### src/urs_pkg.sv
// Shared types and constants for the bounded undo/redo history block.
package urs_pkg;

	localparam int MAX_DEPTH  = 32;
	localparam int WORD_WIDTH = 32;
	localparam int IDX_W      = $clog2(MAX_DEPTH);
	localparam int CNT_W      = $clog2(MAX_DEPTH + 1);
	localparam int CAP_W      = 6;
	localparam int OP_W       = 2;

	localparam logic [CAP_W-1:0] CAP_RESET = CAP_W'(20);

	// Operation codes.
	localparam logic [OP_W-1:0] OP_PUSH  = 2'd0;
	localparam logic [OP_W-1:0] OP_UNDO  = 2'd1;
	localparam logic [OP_W-1:0] OP_REDO  = 2'd2;
	localparam logic [OP_W-1:0] OP_CLEAR = 2'd3;

	typedef logic [WORD_WIDTH-1:0] word_t;
	typedef logic [IDX_W-1:0]      idx_t;
	typedef logic [CNT_W-1:0]      cnt_t;

	// One access to a history store: an optional write and an optional read.
	typedef struct packed {
		logic  we;
		idx_t  waddr;
		word_t wdata;
		logic  re;
		idx_t  raddr;
	} mem_cmd_t;

	// Status of one request, before the result register.
	typedef struct packed {
		logic ok;
		logic from_undo;
		logic from_redo;
		cnt_t undo_count;
		cnt_t redo_count;
	} resp_t;

endpackage

### src/urs_ram.sv
// Single-port-write, single-port-read store with registered read data.
module urs_ram #(
	parameter int DEPTH = 32,
	parameter int WIDTH = 32
) (
	input  logic                     clk,
	input  logic                     we,
	input  logic [$clog2(DEPTH)-1:0] waddr,
	input  logic [WIDTH-1:0]         wdata,
	input  logic                     re,
	input  logic [$clog2(DEPTH)-1:0] raddr,
	output logic [WIDTH-1:0]         rdata
);

	logic [WIDTH-1:0] mem_q [DEPTH];

	// Write port.
	always_ff @(posedge clk) begin
		if (we) begin
			mem_q[waddr] <= wdata;
		end
	end

	// Registered read port.
	always_ff @(posedge clk) begin
		if (re) begin
			rdata <= mem_q[raddr];
		end
	end

endmodule

### src/urs_ctrl.sv
// Pointer and depth control for the undo ring and the redo stack.
module urs_ctrl (
	input  logic                    clk,
	input  logic                    arst_n,
	input  logic                    accept,
	input  logic [urs_pkg::OP_W-1:0] opcode,
	input  urs_pkg::word_t          snapshot_in,
	input  logic [urs_pkg::CAP_W-1:0] capacity,
	output urs_pkg::mem_cmd_t       undo_cmd,
	output urs_pkg::mem_cmd_t       redo_cmd,
	output urs_pkg::resp_t          resp
);
	import urs_pkg::*;

	idx_t oldest_q;
	cnt_t undo_depth_q;
	cnt_t redo_depth_q;

	idx_t oldest_n;
	cnt_t undo_depth_n;
	cnt_t redo_depth_n;

	cnt_t eff_cap;
	idx_t app_slot;
	idx_t app_oldest;
	cnt_t app_depth;
	cnt_t drop;
	cnt_t undo_top;
	cnt_t redo_top;

	// Capacity clamped to the range one to the store depth.
	always_comb begin
		if (capacity == '0) begin
			eff_cap = cnt_t'(1);
		end else if (capacity > CAP_W'(MAX_DEPTH)) begin
			eff_cap = cnt_t'(MAX_DEPTH);
		end else begin
			eff_cap = cnt_t'(capacity);
		end
	end

	// Append to the undo ring; a full ring overwrites its oldest slot.
	always_comb begin
		if (undo_depth_q == cnt_t'(MAX_DEPTH)) begin
			app_slot   = oldest_q;
			app_oldest = oldest_q + idx_t'(1);
			app_depth  = cnt_t'(MAX_DEPTH);
		end else begin
			app_slot   = oldest_q + undo_depth_q[IDX_W-1:0];
			app_oldest = oldest_q;
			app_depth  = undo_depth_q + cnt_t'(1);
		end
		drop     = app_depth - eff_cap;
		undo_top = undo_depth_q - cnt_t'(1);
		redo_top = redo_depth_q - cnt_t'(1);
	end

	// Next state, store accesses and status for the request.
	always_comb begin
		oldest_n       = oldest_q;
		undo_depth_n   = undo_depth_q;
		redo_depth_n   = redo_depth_q;
		undo_cmd       = '0;
		redo_cmd       = '0;
		undo_cmd.wdata = snapshot_in;
		redo_cmd.wdata = snapshot_in;
		resp           = '0;
		resp.ok        = 1'b1;
		unique case (opcode)
			OP_PUSH: begin
				undo_cmd.we    = 1'b1;
				undo_cmd.waddr = app_slot;
				redo_depth_n   = '0;
				if (app_depth > eff_cap) begin
					oldest_n     = app_oldest + drop[IDX_W-1:0];
					undo_depth_n = eff_cap;
				end else begin
					oldest_n     = app_oldest;
					undo_depth_n = app_depth;
				end
			end
			OP_UNDO: begin
				if (undo_depth_q == '0) begin
					resp.ok = 1'b0;
				end else begin
					redo_cmd.we    = 1'b1;
					redo_cmd.waddr = redo_depth_q[IDX_W-1:0];
					redo_depth_n   = redo_depth_q + cnt_t'(1);
					undo_cmd.re    = 1'b1;
					undo_cmd.raddr = oldest_q + undo_top[IDX_W-1:0];
					undo_depth_n   = undo_top;
					resp.from_undo = 1'b1;
				end
			end
			OP_REDO: begin
				if (redo_depth_q == '0) begin
					resp.ok = 1'b0;
				end else begin
					redo_cmd.re    = 1'b1;
					redo_cmd.raddr = redo_top[IDX_W-1:0];
					redo_depth_n   = redo_top;
					undo_cmd.we    = 1'b1;
					undo_cmd.waddr = app_slot;
					oldest_n       = app_oldest;
					undo_depth_n   = app_depth;
					resp.from_redo = 1'b1;
				end
			end
			OP_CLEAR: begin
				undo_depth_n = '0;
				redo_depth_n = '0;
			end
			default: begin
				resp.ok = 1'b0;
			end
		endcase
		resp.undo_count = undo_depth_n;
		resp.redo_count = redo_depth_n;
		if (!accept) begin
			undo_cmd.we = 1'b0;
			undo_cmd.re = 1'b0;
			redo_cmd.we = 1'b0;
			redo_cmd.re = 1'b0;
		end
	end

	// History pointers and depths.
	always_ff @(posedge clk or negedge arst_n) begin
		if (!arst_n) begin
			oldest_q     <= '0;
			undo_depth_q <= '0;
			redo_depth_q <= '0;
		end else if (accept) begin
			oldest_q     <= oldest_n;
			undo_depth_q <= undo_depth_n;
			redo_depth_q <= redo_depth_n;
		end
	end

endmodule

### src/bounded_undo_redo_stacks_top.sv
// Top level of the bounded undo/redo history block.
//
// Usage: a request is taken at a rising edge where start is high and busy is
// low. busy never rises, so a request may be issued in every cycle. Each
// request carries an opcode (push, undo, redo, clear) and a snapshot word.
// Exactly one result follows per request: done is high for one cycle, in the
// cycle after the accepting edge, with success, snapshot_out and both stack
// depths. Throughput is one request per cycle. Each history store has a
// registered read port that returns the popped word at the same edge as
// the pointer update. The receiver cannot stall, so results are never held
// back. The user must write history_capacity through cfg_we/cfg_data only
// while no request is in flight; the block does not enforce this. Values
// above the store depth act as the depth, zero acts as one. Reset clears
// both depths, the ring pointer and done, and sets the capacity to twenty.
// Store contents are not cleared; only live entries are read.
module bounded_undo_redo_stacks_top (
	input  logic                      clk,
	input  logic                      arst_n,
	input  logic                      start,
	output logic                      busy,
	input  logic [urs_pkg::OP_W-1:0]  opcode,
	input  urs_pkg::word_t            snapshot_in,
	input  logic                      cfg_we,
	input  logic [urs_pkg::CAP_W-1:0] cfg_data,
	output logic                      done,
	output logic                      success,
	output urs_pkg::word_t            snapshot_out,
	output urs_pkg::cnt_t             undo_count,
	output urs_pkg::cnt_t             redo_count
);
	import urs_pkg::*;

	logic [CAP_W-1:0] capacity_q;
	logic             accept;
	mem_cmd_t         undo_cmd;
	mem_cmd_t         redo_cmd;
	resp_t            resp;
	resp_t            resp_s1;
	logic             done_s1;
	word_t            undo_rdata;
	word_t            redo_rdata;

	assign busy   = 1'b0;
	assign accept = start && !busy;

	// Capacity register.
	always_ff @(posedge clk or negedge arst_n) begin
		if (!arst_n) begin
			capacity_q <= CAP_RESET;
		end else if (cfg_we) begin
			capacity_q <= cfg_data;
		end
	end

	urs_ctrl u_ctrl (
		.clk         (clk),
		.arst_n      (arst_n),
		.accept      (accept),
		.opcode      (opcode),
		.snapshot_in (snapshot_in),
		.capacity    (capacity_q),
		.undo_cmd    (undo_cmd),
		.redo_cmd    (redo_cmd),
		.resp        (resp)
	);

	urs_ram #(
		.DEPTH (MAX_DEPTH),
		.WIDTH (WORD_WIDTH)
	) u_undo_ram (
		.clk   (clk),
		.we    (undo_cmd.we),
		.waddr (undo_cmd.waddr),
		.wdata (undo_cmd.wdata),
		.re    (undo_cmd.re),
		.raddr (undo_cmd.raddr),
		.rdata (undo_rdata)
	);

	urs_ram #(
		.DEPTH (MAX_DEPTH),
		.WIDTH (WORD_WIDTH)
	) u_redo_ram (
		.clk   (clk),
		.we    (redo_cmd.we),
		.waddr (redo_cmd.waddr),
		.wdata (redo_cmd.wdata),
		.re    (redo_cmd.re),
		.raddr (redo_cmd.raddr),
		.rdata (redo_rdata)
	);

	// Result strobe.
	always_ff @(posedge clk or negedge arst_n) begin
		if (!arst_n) begin
			done_s1 <= 1'b0;
		end else begin
			done_s1 <= accept;
		end
	end

	// Result status, aligned with the store read data.
	always_ff @(posedge clk) begin
		if (accept) begin
			resp_s1 <= resp;
		end
	end

	// Pick the popped word from the store that was read.
	always_comb begin
		priority if (resp_s1.from_undo) begin
			snapshot_out = undo_rdata;
		end else if (resp_s1.from_redo) begin
			snapshot_out = redo_rdata;
		end else begin
			snapshot_out = '0;
		end
	end

	assign done       = done_s1;
	assign success    = resp_s1.ok;
	assign undo_count = resp_s1.undo_count;
	assign redo_count = resp_s1.redo_count;

endmodule

### config.mk
export PLATFORM = sky130hd
export DESIGN_NAME = bounded_undo_redo_stacks_top
export DESIGN_NICKNAME = d
export VERILOG_FILES = /design/src/urs_pkg.sv /design/src/urs_ram.sv /design/src/urs_ctrl.sv /design/src/bounded_undo_redo_stacks_top.sv
export SDC_FILE = /design/constraint.sdc
export NUM_CORES = 2
export LEC_CHECK = 0
export ABC_AREA = 1
export CORE_UTILIZATION = 30
export CTS_BUF_LIST = sky130_fd_sc_hd__clkbuf_4 sky130_fd_sc_hd__clkbuf_8 sky130_fd_sc_hd__clkbuf_16
export CTS_CLUSTER_DIAMETER = 50
export DETAILED_ROUTE_END_ITERATION = 8
export DONT_BUFFER_PORTS = 1
export PLACE_DENSITY = 0.51
export SLEW_MARGIN = 10
export SYNTH_ARGS = -nofsm -noshare
export SYNTH_HDL_FRONTEND = slang
export SYNTH_SLANG_ARGS = --single-unit
### constraint.sdc
create_clock -name clk -period 9.4 [get_ports clk]
set_input_delay 0.47 -clock clk [delete_from_list [all_inputs] [get_ports clk]]
set_output_delay 0.47 -clock clk [all_outputs]
set_load 0.01 [all_outputs]
Word level (Yosys, flattened, before mapping)
Memories as Yosys holds them, arrays and structs flattened. A register that Yosys moved wholly into a read port is not among the register bits.
Cells that the tools add are included.
Widths: inputs -> output; s select.
- flip-flop bits (word level): 39
- bits in latches: 0
- output and inout bits: 47
- logic and storage cells: 71
- memories kept: 2
- RAM bits: 2048
- input port bits: 44
- memory bits (read-only): 0
- div/mod/pow operators: 0
- order comparisons: 2
- bitwise gates (word level): 0
- reduce and logical (&&, ||, !) cells: 7
- shifts and indexed selects: 0
- add/sub/neg operators: 9
- equality and inequality tests: 5
- multiplexer cells: 36
- multiply operators: 0
- memories (name ; words ; width ; rd ports ; clocked after memory_dff ; wr ports ; line ; source):
    u_redo_ram.mem_q ; 32 ; 32 ; 1 ; 1 ; 1 ; urs_ram.sv:15 ; logic [WIDTH-1:0] mem_q [DEPTH];
    u_undo_ram.mem_q ; 32 ; 32 ; 1 ; 1 ; 1 ; urs_ram.sv:15 ;
- operators by type and width (cell ; count):
    $mux 6 ; 15
    $mux 32 ; 2
    $pmux 6 s4 ; 1
    $mux 5 ; 4
    $logic_not 6->1 ; 3
    $pmux 6 s3 ; 1
    $add 5x5->5 ; 3
    $add 6x1->6 const B ; 2
    $pmux 6 s2 ; 1
    $sub 6x1->6 const B ; 2
    $mux 1 ; 10
    $pmux 5 s2 ; 1
    $eq 6x6->1 const B ; 1
    $gt 6x6->1 ; 1
    $gt 6x6->1 const B ; 1
    $add 5x1->5 const B ; 1
    $sub 5x5->5 ; 1
    $eq 2x2->1 const B ; 2
    $reduce_and 3->1 ; 1
    $eq 2x1->1 const B ; 1
    $logic_not 2->1 ; 1
    $ne 2x2->1 const B ; 1
    $pmux 1 s2 ; 1
    $reduce_bool 2->1 ; 1
    $reduce_or 2->1 ; 1

Longest topological paths before layout
- depth in word-level cells: 7
- mapped depth: 20
- depth with buffers taken out: 20

Hierarchy
Synthesis repeated with hierarchy kept, for this count alone.
- cells, all modules: 7718
- area, all modules: 90027.6 µm²
- modules (own cells, without submodules) (module ; area each (µm²) ; cells each ; sequential area each (µm²) ; times used):
    urs_ram ; 42726.0 ; 3536 ; 31710.4 ; 2
    urs_ctrl ; 3263.1 ; 484 ; 425.4 ; 1
    bounded_undo_redo_stacks_top ; 1312.5 ; 162 ; 628.1 ; 1

Worst setup path before layout
Ideal clock, no wire load.
- path kind: flip-flop to flip-flop
- start point: register u_ctrl.undo_depth_q[0]
- end point: memory u_redo_ram.mem_q[13][0] (enable)
- required time: 8979 ps
- cell stages (with the launch flop): 8
- arrival: 4638 ps
- path buffers: 0
- setup slack: 4341 ps
- library setup time: 421 ps
- clock period less this slack: 5059 ps
- cell sequence: dfrtp_1 -> inv_1 -> ha_1 -> nand3_2 -> nand2_1 -> nor2_1 -> nand4_1 -> nor2_1
- cells in the longest elaborated chain, start to end: 6
- ends and longest elaborated chain (what ; line ; source):
    start: declaration ; urs_ctrl.sv:16 ; cnt_t undo_depth_q;
    start signal: assignment ; urs_ctrl.sv:135 ; undo_depth_q <= undo_depth_n;
    $logic_not 6->1 ; urs_ctrl.sv:83 ; if (undo_depth_q == '0) begin
    $mux 6 ; urs_ctrl.sv:83 ;
    $mux 6 ; urs_ctrl.sv:69 ; unique case (opcode)
    $mux 1 ; urs_ctrl.sv:119 ; if (!accept) begin
    via u_redo_ram.we ; urs_ram.sv:7 ; input logic we,
    $mux 1 ; urs_ram.sv:19 ; if (we) begin
    $mux 1 (implied by the code) ; urs_ram.sv:20 ; mem_q[waddr] <= wdata;
    end: declaration ; urs_ram.sv:15 ;
The timed path passes the listed nets, and every way through them passes these cells.

Final worst setup path
- start point: register u_ctrl.undo_depth_q[0]
- end point: memory u_redo_ram.mem_q[31][23] (enable)
Same word-level chain as after synthesis.

==> results.json <==
{
  "status": "complete, no violations",
  "area_growth_pct": 15.3,
  "synth.avg_cell_area_um2": 11.2,
  "synth-seq-cells": 2151,
  "htree_levels": 5,
  "start_util_pct": 30.2,
  "clk_latency_ns": 0.86,
  "synthArstFlopShare_pct": 1.12,
  "synth-main-ff-cell": "edfxtp_1",
  "endpoint_kind": "flop",
  "drc": 0,
  "r2r_setup_slack_ns": 4.36,
  "wl_mm": 281,
  "wire_per_inst_um": 22.4,
  "internal_power_w": 0.0200,
  "rsz0062_at_grt": "no",
  "ant_nets": 0,
  "final_area_um2": 107000,
  "min_path_type": "input port to asynchronous set/reset pin",
  "hold_viol": 0,
  "core_um2": 309000,
  "slew_headroom_pct": 0.803,
  "synth_common_cells": "2,127 x edfxtp_1, 1,864 x nand3_1, 1,140 x nand2_1",
  "pre_cts_slack_ns": 4.36,
  "final_nets": 8268,
  "cp-start-kind": "flop",
  "route.vias.total": 63381,
  "synthTopCellsByArea": "edfxtp_1 69%, nand3_1 10%, nand2_1 4.6%",
  "clockBufferDepth": 4,
  "final.setup.tns_ns": 0,
  "rows": 204,
  "final_layout_size_suffix_gt1_share_pct": 9.14,
  "tightest_slew_ns": 1.49,
  "clockRootBuffer": "clkbuf_16",
  "dp_hpwl_mm": 143,
  "sw_frac_of_total_pct": 39.4,
  "synth.distinct_cells": 42,
  "viasPerCell": 5.06,
  "r2r_start": "u_ctrl.undo_depth_q[0]",
  "cts_tree": "built",
  "port_buffers": 0,
  "grtUsageTotal_pct": 17.4,
  "maxCapViolCount": 0,
  "clock-sinks": 2151,
  "synth_warnings": 0,
  "cts_setup_buffers": 0,
  "die_area_um2": 313000,
  "netlist_area_um2": 93200,
  "finalSetupViolCount": 0,
  "timing.fmax_mhz": 198,
  "die_w_um": 559,
  "finalPower_w": 0.0329,
  "post-route-period-util_pct": 53.6,
  "crit_arrival_ns": 5.49,
  "crit_fanout": 36,
  "grt_pass1_vias": 60749,
  "grt_max_degree": 222,
  "synth_edf_count": 2127,
  "critPathKind": "flop to flop",
  "p_seq_share_pct": 33.8,
  "cts_resized": 0,
  "drt_pre_antenna_iters": 8,
  "yosys.cell_count.top_type": "edfxtp_1",
  "layout_setup_ws_ns": 4.36,
  "clk_pin_slew_ns": 0.05,
  "final-max-slew-violation-count": 0,
  "power_switching_w": 0.0130,
  "synth_cells": 8341,
  "cts_buffers": 277,
  "dieHeight_um": 559,
  "required_ns": 9.85,
  "grt_pass1_wl_mm": 414,
  "r2r-end": "u_redo_ram.mem_q[31][23]",
  "synth_nets": 8420,
  "r2r_cells": 8,
  "seq_area_frac_synth_pct": 69.2,
  "grt.overflow.total": 0,
  "synth_top_area_cell": "edfxtp_1",
  "combinationalPowerShare_pct": 34.4,
  "synth_top_area_share_pct": 68.5,
  "ir_worst_vdd_mv": 0.423,
  "pwr-share-clk_pct": 31.8,
  "p_leak_nw": 39.2,
  "gp_congestion": 0.816,
  "placed_cell_area_um2": 97100,
  "power_density_nw_per_um2": 307,
  "antenna_found_initial": 7,
  "fin_worst_skew_ns": 0.0475,
  "fillers": 30305,
  "io_pins": 91,
  "period_needed_ns": 5.04,
  "drt-initial-drc-count": 6506,
  "holdWs_ns": 0.0430
}
## state kept, by name, summed over array words and instances, names as in the netlist
name and count:
u_ctrl.redo_depth_q 6, u_ctrl.oldest_q 5, u_redo_ram.mem_q 1024, capacity_q 6, u_ctrl.undo_depth_q 6, u_undo_ram.mem_q 1024
resp_s1 2, done 1, undo_count 6, u_undo_ram.rdata 32, redo_count 6, u_redo_ram.rdata 32
success 1
## power groups by stage
stage,logic (W),registers [W],clock network (W)
6_report,0.0113,0.0111,0.0105
5_1_grt,0.0123,0.0112,0.0110
4_1_cts,0.0113,0.0111,0.0107
3_5_place_dp,0.0111,0.0113,0
3_3_place_gp,0.0110,0.0113,0
2_1_floorplan,0.00739,0.0113,0
## routing by layer
metal / vias up / part of all wire (%) / track usage [%]
met2: 2116 / 46 / 27.8
met3: 444 / 5.9 / 2.29
met5: - / 0 / 0
met4: 0 / 3.5 / 6.30
li1: 29108 / - / -
met1: 31713 / 45 / 24.2
## worst max-delay path by stage
stage                                 startpoint                       end  depth (start not counted)
final                     u_ctrl.undo_depth_q[0]  u_redo_ram.mem_q[31][23]                          8
after global routing      u_ctrl.undo_depth_q[0]  u_redo_ram.mem_q[31][20]                          8
after CTS                 u_ctrl.undo_depth_q[0]  u_redo_ram.mem_q[31][11]                          8
after detailed placement  u_ctrl.undo_depth_q[0]  u_redo_ram.mem_q[31][17]                          8
after global placement    u_ctrl.undo_depth_q[0]  u_redo_ram.mem_q[31][17]                          8
after floorplan           u_ctrl.undo_depth_q[0]   u_redo_ram.mem_q[13][0]                          7
## cell families after synthesis
family          after synthesis  share of synthesized area, %
compound gates              477                          2.59
simple gates               4221                          21.0
other cells                   1                       0.00402
buf+inv                    1433                          6.50
xor+xnor                     21                         0.197
flops                      2151                          69.2
fa+ha+maj                    35                         0.518
mux                           2                        0.0242
## through the flow
stage,util (%),std cells
floorplan,-,8341
finish,34.8,12515
global placement,31.4,11955
detailed placement,31.4,11957
global route,34.8,12514
CTS,34.8,12509
## cell type report
cell class	instances	area (um^2)	share of cell area, %
Tap cell	4120	5150	4.80
Multi-Input combinational cell	4757	23300	21.7
Clock inverter	152	1590	1.48
Clock buffer	329	7430	6.91
Sequential cell	2151	64500	60.0
Timing Repair Buffer	193	2430	2.26
Antenna cell	4	10.0	0.00932
Inverter	809	3050	2.84
## cells in the final DEF, fill, tap and decap left out, types with 19 or more instances in the layout
cell type	n
nand2_1	1139
dlygate4sd3_1	37
edfxtp_1	2127
o21ai_1	28
bufinv_16	22
or2_2	64
nor2_4	72
clkinvlp_4	19
nor2_1	607
buf_4	105
clkinv_1	33
buf_16	33
ha_1	25
o21ai_0	227
clkbuf_4	46
clkinv_2	32
dfrtp_1	22
a21oi_1	210
clkbuf_16	283
nand3_1	1862
nand4_1	454
inv_1	801
## repair_timing
item	CTS	global route
setup endpoints to repair	0	0
hold buffers	71	0
hold endpoints to repair	2106	0
## critical path, stage by stage (launching register included)
cell     delay [ns]
dfrtp_1        0.49
inv_1          0.16
ha_1           0.32
nand3_4        0.42
nand2_1        0.33
nor2_4         0.14
buf_4          0.60
nand3_1        0.89
nor2_4         1.22
Note: power is estimated with default switching activity, not from simulation.
